--- config.mk ---
export PLATFORM = sky130hd
export DESIGN_NAME = line_crc32_base41_checksum
export DESIGN_NICKNAME = d
export VERILOG_FILES = /design/src/hw/rtl/lcrcb41_pkg.sv /design/src/hw/rtl/line_crc32_base41_checksum.sv
export VERILOG_INCLUDE_DIRS = /design/src /design/src/hw/rtl
export SDC_FILE = /design/constraint.sdc
export NUM_CORES = 1
export LEC_CHECK = 0
export BUFFER_PORTS_ARGS = -buffer_cell sky130_fd_sc_hd__buf_2
export CAP_MARGIN = 20
export CORE_ASPECT_RATIO = 1.2
export CORE_UTILIZATION = 30
export CTS_CLUSTER_DIAMETER = 40
export DETAILED_ROUTE_END_ITERATION = 12
export SLEW_MARGIN = 20
export SYNTH_ARGS = -nofsm -noshare
export SYNTH_HDL_FRONTEND = slang
export SYNTH_SLANG_ARGS = --single-unit
--- constraint.sdc ---
create_clock -name i_clk -period 11.1 [get_ports i_clk]
set_input_delay 1.665 -clock i_clk [delete_from_list [all_inputs] [get_ports i_clk]]
set_output_delay 1.665 -clock i_clk [all_outputs]
set_load 0.01 [all_outputs]
--- src/hw/rtl/line_crc32_base41_checksum_macros.svh ---
// ---------------------------------------------------------------------------
// Line CRC-32 checksum assertion macros
// Shared concurrent assertion forms, clocked on i_clk, off during reset.
// ---------------------------------------------------------------------------
`ifndef LINE_CRC32_BASE41_CHECKSUM_MACROS_SVH
`define LINE_CRC32_BASE41_CHECKSUM_MACROS_SVH

// Same-cycle implication: when ante holds, cons must hold on that edge.
`define LCRC_ASSERT_NOW(label, ante, cons, msg) \
    label: assert property (@(posedge i_clk) disable iff (!i_rst_n) \
        (ante) |-> (cons)) else $error(msg);

// Next-cycle implication: when ante holds, cons must hold on the next edge.
`define LCRC_ASSERT_NEXT(label, ante, cons, msg) \
    label: assert property (@(posedge i_clk) disable iff (!i_rst_n) \
        (ante) |=> (cons)) else $error(msg);

`endif

--- src/hw/rtl/lcrcb41_pkg.sv ---
// ---------------------------------------------------------------------------
// Line CRC-32 checksum package
// CRC-32/BZIP2 constants, byte fold and base-41 digit split helpers.
// ---------------------------------------------------------------------------
package lcrcb41_pkg;

    localparam int DIGIT_BASE  = 41;
    localparam int DIGIT_W     = 6;
    localparam int HALF_W      = 16;
    localparam int CRC_W       = 32;
    localparam int BYTE_W      = 8;
    localparam int OUT_TDATA_W = 72;

    // floor(65535 / DIGIT_BASE) fits in 11 bits for the whole base range
    localparam int QB_W = 11;

    // Reciprocals: floor(v * RCP >> SHIFT) == floor(v / D) is exact as long as
    // v * (RCP * D - 2**SHIFT) < 2**SHIFT, which holds for 16-bit v here.
    localparam int RCP_W        = 20;
    localparam int RCP_B_SHIFT  = 24;
    localparam int RCP_SQ_SHIFT = 28;
    localparam int DIGIT_SQ     = DIGIT_BASE * DIGIT_BASE;
    localparam logic [RCP_W-1:0] RCP_B =
        RCP_W'((2 ** RCP_B_SHIFT + DIGIT_BASE - 1) / DIGIT_BASE);
    localparam logic [RCP_W-1:0] RCP_SQ =
        RCP_W'((2 ** RCP_SQ_SHIFT + DIGIT_SQ - 1) / DIGIT_SQ);

    localparam logic [CRC_W-1:0] CRC_INIT   = 32'hFFFF_FFFF;
    localparam logic [CRC_W-1:0] CRC_POLY   = 32'h04C1_1DB7;
    localparam logic [CRC_W-1:0] CRC_XOROUT = 32'hFFFF_FFFF;

    typedef struct packed {
        logic [DIGIT_W-1:0] d2;
        logic [DIGIT_W-1:0] d1;
        logic [DIGIT_W-1:0] d0;
    } t_digits;

    // Output word, crc in the low bits
    typedef struct packed {
        logic [DIGIT_W-1:0] lo_2;
        logic [DIGIT_W-1:0] lo_1;
        logic [DIGIT_W-1:0] lo_0;
        logic [DIGIT_W-1:0] hi_2;
        logic [DIGIT_W-1:0] hi_1;
        logic [DIGIT_W-1:0] hi_0;
        logic [CRC_W-1:0]   crc;
    } t_result;

    // MSB-first byte fold, eight shift/xor steps
    function automatic logic [CRC_W-1:0] crc_fold(logic [CRC_W-1:0] crc,
                                                 logic [BYTE_W-1:0] data);
        logic [CRC_W-1:0] c;
        c = crc ^ {data, {(CRC_W - BYTE_W){1'b0}}};
        for (int k = 0; k < BYTE_W; k++) begin
            c = c[CRC_W-1] ? ((c << 1) ^ CRC_POLY) : (c << 1);
        end
        return c;
    endfunction

    // Three digits, most significant first, from two parallel reciprocal
    // multiplies: q_b = v / B and q_sq = v / B^2.
    function automatic t_digits split_digits(logic [HALF_W-1:0] v);
        logic [HALF_W+RCP_W-1:0] p_b;
        logic [HALF_W+RCP_W-1:0] p_sq;
        logic [QB_W-1:0]         q_b;
        logic [DIGIT_W-1:0]      q_sq;
        logic [QB_W-1:0]         sq_mul;
        logic [HALF_W-1:0]       b_mul;
        t_digits                 d;
        p_b    = {{RCP_W{1'b0}}, v} * {{HALF_W{1'b0}}, RCP_B};
        p_sq   = {{RCP_W{1'b0}}, v} * {{HALF_W{1'b0}}, RCP_SQ};
        q_b    = QB_W'(p_b >> RCP_B_SHIFT);
        q_sq   = DIGIT_W'(p_sq >> RCP_SQ_SHIFT);
        sq_mul = QB_W'(q_sq) * QB_W'(DIGIT_BASE);
        b_mul  = HALF_W'(q_b) * HALF_W'(DIGIT_BASE);
        d.d0   = q_sq;
        d.d1   = DIGIT_W'(q_b - sq_mul);
        d.d2   = DIGIT_W'(v - b_mul);
        return d;
    endfunction

endpackage

--- src/hw/rtl/line_crc32_base41_checksum.sv ---
// ---------------------------------------------------------------------------
// Line CRC-32 checksum with base-41 digit split
// Folds line bytes into a CRC-32/BZIP2 and emits the final CRC plus six
// base-41 digits at the end of each line.
// ---------------------------------------------------------------------------
//
//  channel   dir  fields (tdata / tuser / tlast)
//  s_axis    in   tdata: data_byte | tuser: byte_valid | tlast: end_of_line
//  m_axis    out  tdata: crc_value, six digits (hi_0..hi_2, lo_0..lo_2)
//
//  One input transfer per cycle while s_axis_tready is high. A line result
//  reaches m_axis through two registers: the byte fold runs between the input
//  port and the final-CRC register, the digit split (two reciprocal
//  multiplies per 16-bit half) between that register and the output register.
//  Reset (i_rst_n low, synchronous) reloads the CRC to all ones and drops
//  both pipeline valids. A stall on m_axis backs up through the two stages;
//  s_axis_tready falls only when both hold a result.
//
`include "line_crc32_base41_checksum_macros.svh"

module line_crc32_base41_checksum (
    input  logic                                i_clk,
    input  logic                                i_rst_n,
    // input stream
    input  logic                                s_axis_tvalid,
    output logic                                s_axis_tready,
    input  logic [lcrcb41_pkg::BYTE_W-1:0]      s_axis_tdata,  // [7:0] data_byte
    input  logic                                s_axis_tuser,  // [0] byte_valid
    input  logic                                s_axis_tlast,  // end_of_line
    // result stream
    output logic                                m_axis_tvalid,
    input  logic                                m_axis_tready,
    // [31:0] crc_value, [37:32] digit_hi_0, [43:38] digit_hi_1,
    // [49:44] digit_hi_2, [55:50] digit_lo_0, [61:56] digit_lo_1,
    // [67:62] digit_lo_2, [71:68] zero
    output logic [lcrcb41_pkg::OUT_TDATA_W-1:0] m_axis_tdata
);
    import lcrcb41_pkg::*;

    localparam int PAD_W = OUT_TDATA_W - $bits(t_result);

    // running CRC and the two pipeline stages
    logic [CRC_W-1:0] r_crc;
    logic [CRC_W-1:0] n_crc;
    logic [CRC_W-1:0] fold_crc;
    logic             r_fin_vld;
    logic [CRC_W-1:0] r_fin;      // final CRC, after output xor
    logic             r_out_vld;
    t_result          r_out;
    t_result          n_out;
    t_digits          dig_hi;
    t_digits          dig_lo;

    logic out_adv;
    logic fin_adv;
    logic in_xfer;
    logic eol_xfer;
    logic digits_ok;

    // stage moves when its successor has room
    assign out_adv       = !r_out_vld || m_axis_tready;
    assign fin_adv       = !r_fin_vld || out_adv;
    assign s_axis_tready = fin_adv;
    assign in_xfer       = s_axis_tvalid && s_axis_tready;
    assign eol_xfer      = in_xfer && s_axis_tlast;

    // byte fold; a transfer with tuser low folds no byte into the CRC
    assign fold_crc = s_axis_tuser ? crc_fold(r_crc, s_axis_tdata) : r_crc;
    assign n_crc    = s_axis_tlast ? CRC_INIT : fold_crc;

    // digit split of the finished CRC
    assign dig_hi     = split_digits(r_fin[CRC_W-1:HALF_W]);
    assign dig_lo     = split_digits(r_fin[HALF_W-1:0]);
    assign n_out.crc  = r_fin;
    assign n_out.hi_0 = dig_hi.d0;
    assign n_out.hi_1 = dig_hi.d1;
    assign n_out.hi_2 = dig_hi.d2;
    assign n_out.lo_0 = dig_lo.d0;
    assign n_out.lo_1 = dig_lo.d1;
    assign n_out.lo_2 = dig_lo.d2;

    // control
    always_ff @(posedge i_clk) begin
        if (!i_rst_n) begin
            r_crc     <= CRC_INIT;
            r_fin_vld <= 1'b0;
            r_out_vld <= 1'b0;
        end else begin
            if (in_xfer) begin
                r_crc <= n_crc;
            end
            if (fin_adv) begin
                r_fin_vld <= in_xfer && s_axis_tlast;
            end
            if (out_adv) begin
                r_out_vld <= r_fin_vld;
            end
        end
    end

    // payload, no reset
    always_ff @(posedge i_clk) begin
        if (in_xfer && s_axis_tlast) begin
            r_fin <= fold_crc ^ CRC_XOROUT;
        end
        if (out_adv && r_fin_vld) begin
            r_out <= n_out;
        end
    end

    assign m_axis_tvalid = r_out_vld;
    assign m_axis_tdata  = {{PAD_W{1'b0}}, r_out};

    // ---------------------------------------------------------------------
    // checks
    // ---------------------------------------------------------------------
    assign digits_ok = (r_out.hi_0 < DIGIT_W'(DIGIT_BASE))
                    && (r_out.hi_1 < DIGIT_W'(DIGIT_BASE))
                    && (r_out.hi_2 < DIGIT_W'(DIGIT_BASE))
                    && (r_out.lo_0 < DIGIT_W'(DIGIT_BASE))
                    && (r_out.lo_1 < DIGIT_W'(DIGIT_BASE))
                    && (r_out.lo_2 < DIGIT_W'(DIGIT_BASE));

    `LCRC_ASSERT_NEXT(a_eol_loads_fin, eol_xfer, r_fin_vld, "eol transfer lost")
    `LCRC_ASSERT_NEXT(a_eol_reinit_crc, eol_xfer, r_crc == CRC_INIT, "CRC not reloaded")
    `LCRC_ASSERT_NOW(a_digits_in_range, m_axis_tvalid, digits_ok, "digit out of base range")

endmodule
# --- After elaboration in Yosys (flattened, before gate mapping) ---
# Cells that the tools add are included.
word_totals:
  out_inout_bits: 74
  wordCells: 50
  in_bits: 14
  register_bits: 134
op_classes:
  add_sub_neg: 4
  bitwise_logic: 10
  n_reduce_logical: 7
  mux: 10
  mul: 8
ops:
  columns: ["cell", "count"]
  rows:
  - ["2-to-1 mux 27 bit", 8]
  - ["NOT 14 bit", 8]
  - ["multiplier 16 x 19 -> 35 bit, second input constant", 2]
  - ["2-to-1 mux 32 bit", 2]
  - ["multiplier 16 x 15 -> 31 bit, second input constant", 2]
  - ["NOT 32 bit", 1]
  - ["XOR 32 bit", 1]
  - ["subtractor 6 bit", 4]
  - ["multiplier 11 x 6 -> 6 bit, second input constant", 2]
  - ["multiplier 6 x 6 -> 6 bit, second input constant", 2]
  - ["logical AND 1 bit", 3]
  - ["zero test 1 bit", 2]
  - ["logical OR 1 bit", 2]

# --- Depth between registers and ports, before layout ---
depth:
  depth_word: 19
  depth_mapped: 34
  ltp_nobuf: 34

# --- Worst setup path after synthesis ---
# No wires, ideal clock.
synth_path:
  kind: "register -> register"
  startpoint: "register r_fin[21]"
  endpoint: "register r_out (netlist bit m_axis_tdata[49]) (data pin)"
  setup_slack_ns: 2.818
  arrival_time_ns: 8.018
  path_buffers: 0
  required_ns: 10.837
  stages_incl_launch_ff: 32
  path_cell_list: "edfxtp_1 > fa_1 > inv_1 > fa_1 > fa_1 > inv_1 > fa_1 > fa_1 > inv_1 > fa_1 > inv_1 > ha_1 > a21oi_1 > o21ai_0 > a21o_1 > a221oi_2 > o21bai_1 > a21oi_1 > xor2_1 > inv_1 > ha_1 > xnor2_1 > xor2_1 > inv_1 > ha_1 > o21a_1 > o21a_1 > or3b_2 > a21oi_1 > xnor2_1 > xnor3_1 > xnor2_1"
synth_lines:
  columns: ["item", "line", "text"]
  rows:
  - ["start: declaration", "line_crc32_base41_checksum.sv:47", "logic [CRC_W-1:0] r_fin;"]
  - ["start signal: assignment", "line_crc32_base41_checksum.sv:104", "r_fin <= fold_crc ^ CRC_XOROUT;"]
  - ["end signal: assignment", "line_crc32_base41_checksum.sv:107", "r_out <= n_out;"]
  - ["end: declaration", "line_crc32_base41_checksum.sv:49", "t_result r_out;"]

==> flow_metrics.py <==
metrics = {
    "critical_path": {
        "max_stage_delay_ns": 0.83,
        "r2r-end": "m_axis_tdata[49]",
        "start_kind": "register",
        "endpoint_kind": "register",
        "arrival_ns": 9.31,
        "regToRegSetupSlack_ns": 2.00,
        "worstSetupEndpoint": "m_axis_tdata[49]",
        "critPathKind": "reg -> reg",
        "crit_required_ns": 11.31,
        "critPathMaxFanout": 12,
        "r2r-start": "r_fin[21]",
        "cp_slowest_cell": "edfxtp_1",
        "reg2regPathDepth": 32,
        "cp-startpoint": "r_fin[21]",
    },
    "cells_and_area": {
        "final_util_pct": 33.5,
        "final_cell_mix": "inv_1, ha_1, fa_1",
        "final_nets": 2980,
        "syn2layout_area_growth_pct": 10.2,
        "final_common_cell": "inv_1",
        "drive_above_1_share_pct": 7.20,
        "multi_input_area_um2": 16600,
        "nFillCells": 7547,
        "regArea_um2": 3680,
        "final_cell_count_no_fill": 3152,
        "num_antenna_cells": 0,
    },
    "clocking": {
        "clock_sinks": 134,
        "ctsHoldBuffers": 0,
        "cts_root_buf": "clkbuf_16",
        "cts_tree": "done",
        "cts_setup_buffers": 0,
        "htree_levels": 4,
        "cts_inserted_buffers": 17,
        "insertion_delay_ns": 0.49,
        "clk_pin_slew_ns": 0.07,
        "cts_max_path_buffers": 2,
        "cts_resized": 0,
    },
    "drt": {
        "antenna_left": 0,
        "wire_per_inst_um": 16.3,
        "drtIter0Drc": 447,
        "drt-pass1-iter-count": 4,
        "drc_errors": 0,
        "wl_um": 51300,
        "vias": 13700,
        "vias_per_cell": 4.36,
    },
    "global_route": {
        "grt_overflow": 0,
        "grt_pass1_vias": 15100,
        "grt_antenna_before_repair": 0,
        "grt_max_degree": 65,
        "grt_pass1_wl_um": 83100,
        "grt_usage_pct": 14.6,
    },
    "sta": {
        "rsz0062_at_grt": "false",
        "min_period_ns": 9.10,
        "setup-tns-final_ns": 0,
        "slew_headroom_pct": 31.3,
        "post-route-period-util_pct": 82.0,
        "clock_skew_ns": 0.0133,
        "fmaxAchievable_ghz": 0.110,
        "slew_viol_final": 0,
        "worstMarginPinSlew_ns": 1.00,
        "hold_ws_ns": 0.503,
        "timing.final.hold_violations": 0,
        "setup_viol": 0,
    },
    "yosys": {
        "ys_seq_area_share_pct": 16.4,
        "synth_cells": 2036,
        "async_flop_share_pct": 0,
        "syn_area_per_cell_um2": 11.0,
        "synth_cell_types": 61,
        "ys_ff_latch": 134,
        "synth-edff-count": 100,
        "yosys_warnings": 0,
        "synth-main-ff-cell": "edfxtp_1",
        "syn_area_um2": 22500,
    },
    "placement": {
        "gp_congestion": 0.867,
        "dp.cells": 3120,
        "io_buffer_count": 83,
        "hpwl_um": 43300,
    },
    "floorplanning": {
        "die-height_um": 302,
        "core-area_um2": 73900,
        "fp.dieArea_um2": 75900,
        "start_util_pct": 30.4,
        "io_pins": 88,
        "die_w_um": 252,
        "rows": 109,
    },
    "flow_run": {
        "maxCapViolCount": 0,
    },
    "hold_path": {
        "hold_class": "reg -> reg",
        "hold_start": "r_fin_vld",
    },
    "status": {
        "status": "completed",
    },
}
-- cell type report --
| class | count | area share, % |
|---|---|---|
| Multi-Input combinational cell | 1317 | 66.9 |
| Sequential cell | 134 | 14.9 |
| Inverter | 568 | 8.61 |
| Tap cell | 999 | 5.05 |
| Timing Repair Buffer | 102 | 2.25 |
| Clock buffer | 17 | 1.72 |
| Clock inverter | 15 | 0.541 |
-- synthesized netlist by cell type (13+ instances only) --
master,count,area share [%]
mux2i_1,27,1.2
dfxtp_1,34,3.0
nand2_1,59,0.99
edfxtp_1,100,13
nor2_1,18,0.30
o21ai_0,25,0.56
a21o_1,13,0.43
clkbuf_1,16,0.27
o211ai_1,33,1.1
fa_1,360,32
xnor2_1,121,4.7
xor2_1,25,0.98
a21oi_1,38,0.85
ha_1,466,26
inv_1,568,9.5
-- state kept, by name (all words and copies together) (netlist names) --
| signal | flops |
|---|---|
| m_axis_tdata | 68 |
| m_axis_tvalid | 1 |
| r_fin | 32 |
| r_fin_vld | 1 |
| r_crc | 32 |
-- per-stage QoR --
| step | setup slack, ns | instance area (µm²) |
|---|---|---|
| finish | 2.00 | 24700 |
| CTS | 1.89 | 24700 |
| detailed placement | 1.92 | 24200 |
| global route | 1.38 | 24700 |
| global placement | 1.93 | 24200 |
| floorplan | 2.82 | 22500 |
-- worst min-delay path by stage --
stage	end	slack, ns	depth (start not counted)
detailed placement	r_crc[2]	0.50	2
finish	m_axis_tvalid	0.50	1
floorplan	m_axis_tvalid	0.45	1
global route	r_crc[23]	0.53	2
CTS	m_axis_tvalid	0.51	1
global placement	m_axis_tvalid	0.49	1
-- logic make-up (layout without fill, tap and decap cells) --
logic type	count (synthesis)	in the layout	synth area share (%)
buf+inv	588	702	9.90
simple gates	151	151	3.28
xor+xnor	151	151	6.20
mux	29	29	1.30
compound gates	156	156	4.82
other cells	1	4	0.0167
flops	134	134	16.4
fa+ha+maj	826	826	58.1
-- worst max-delay path: cells and delay by family (launching register included) --
kind	cells	cell delay [ns]
compound gates	9	1.70
flops	1	0.83
xor+xnor	6	1.16
fa+ha+maj	9	3.91
buf+inv	7	0.76
simple gates	1	0.44
-- layer usage --
layer,part of all wire [%],GRT usage [%],vias to the layer above
met5,0,0,-
met4,2.3,4.38,0
met3,3.4,2.62,65
met2,52,26.8,201
met1,42,17.2,6818
li1,-,-,6649
Power is left out: the tool's default activity adds up to more than one toggle a clock period on the data nets, which glitch-free logic cannot reach.
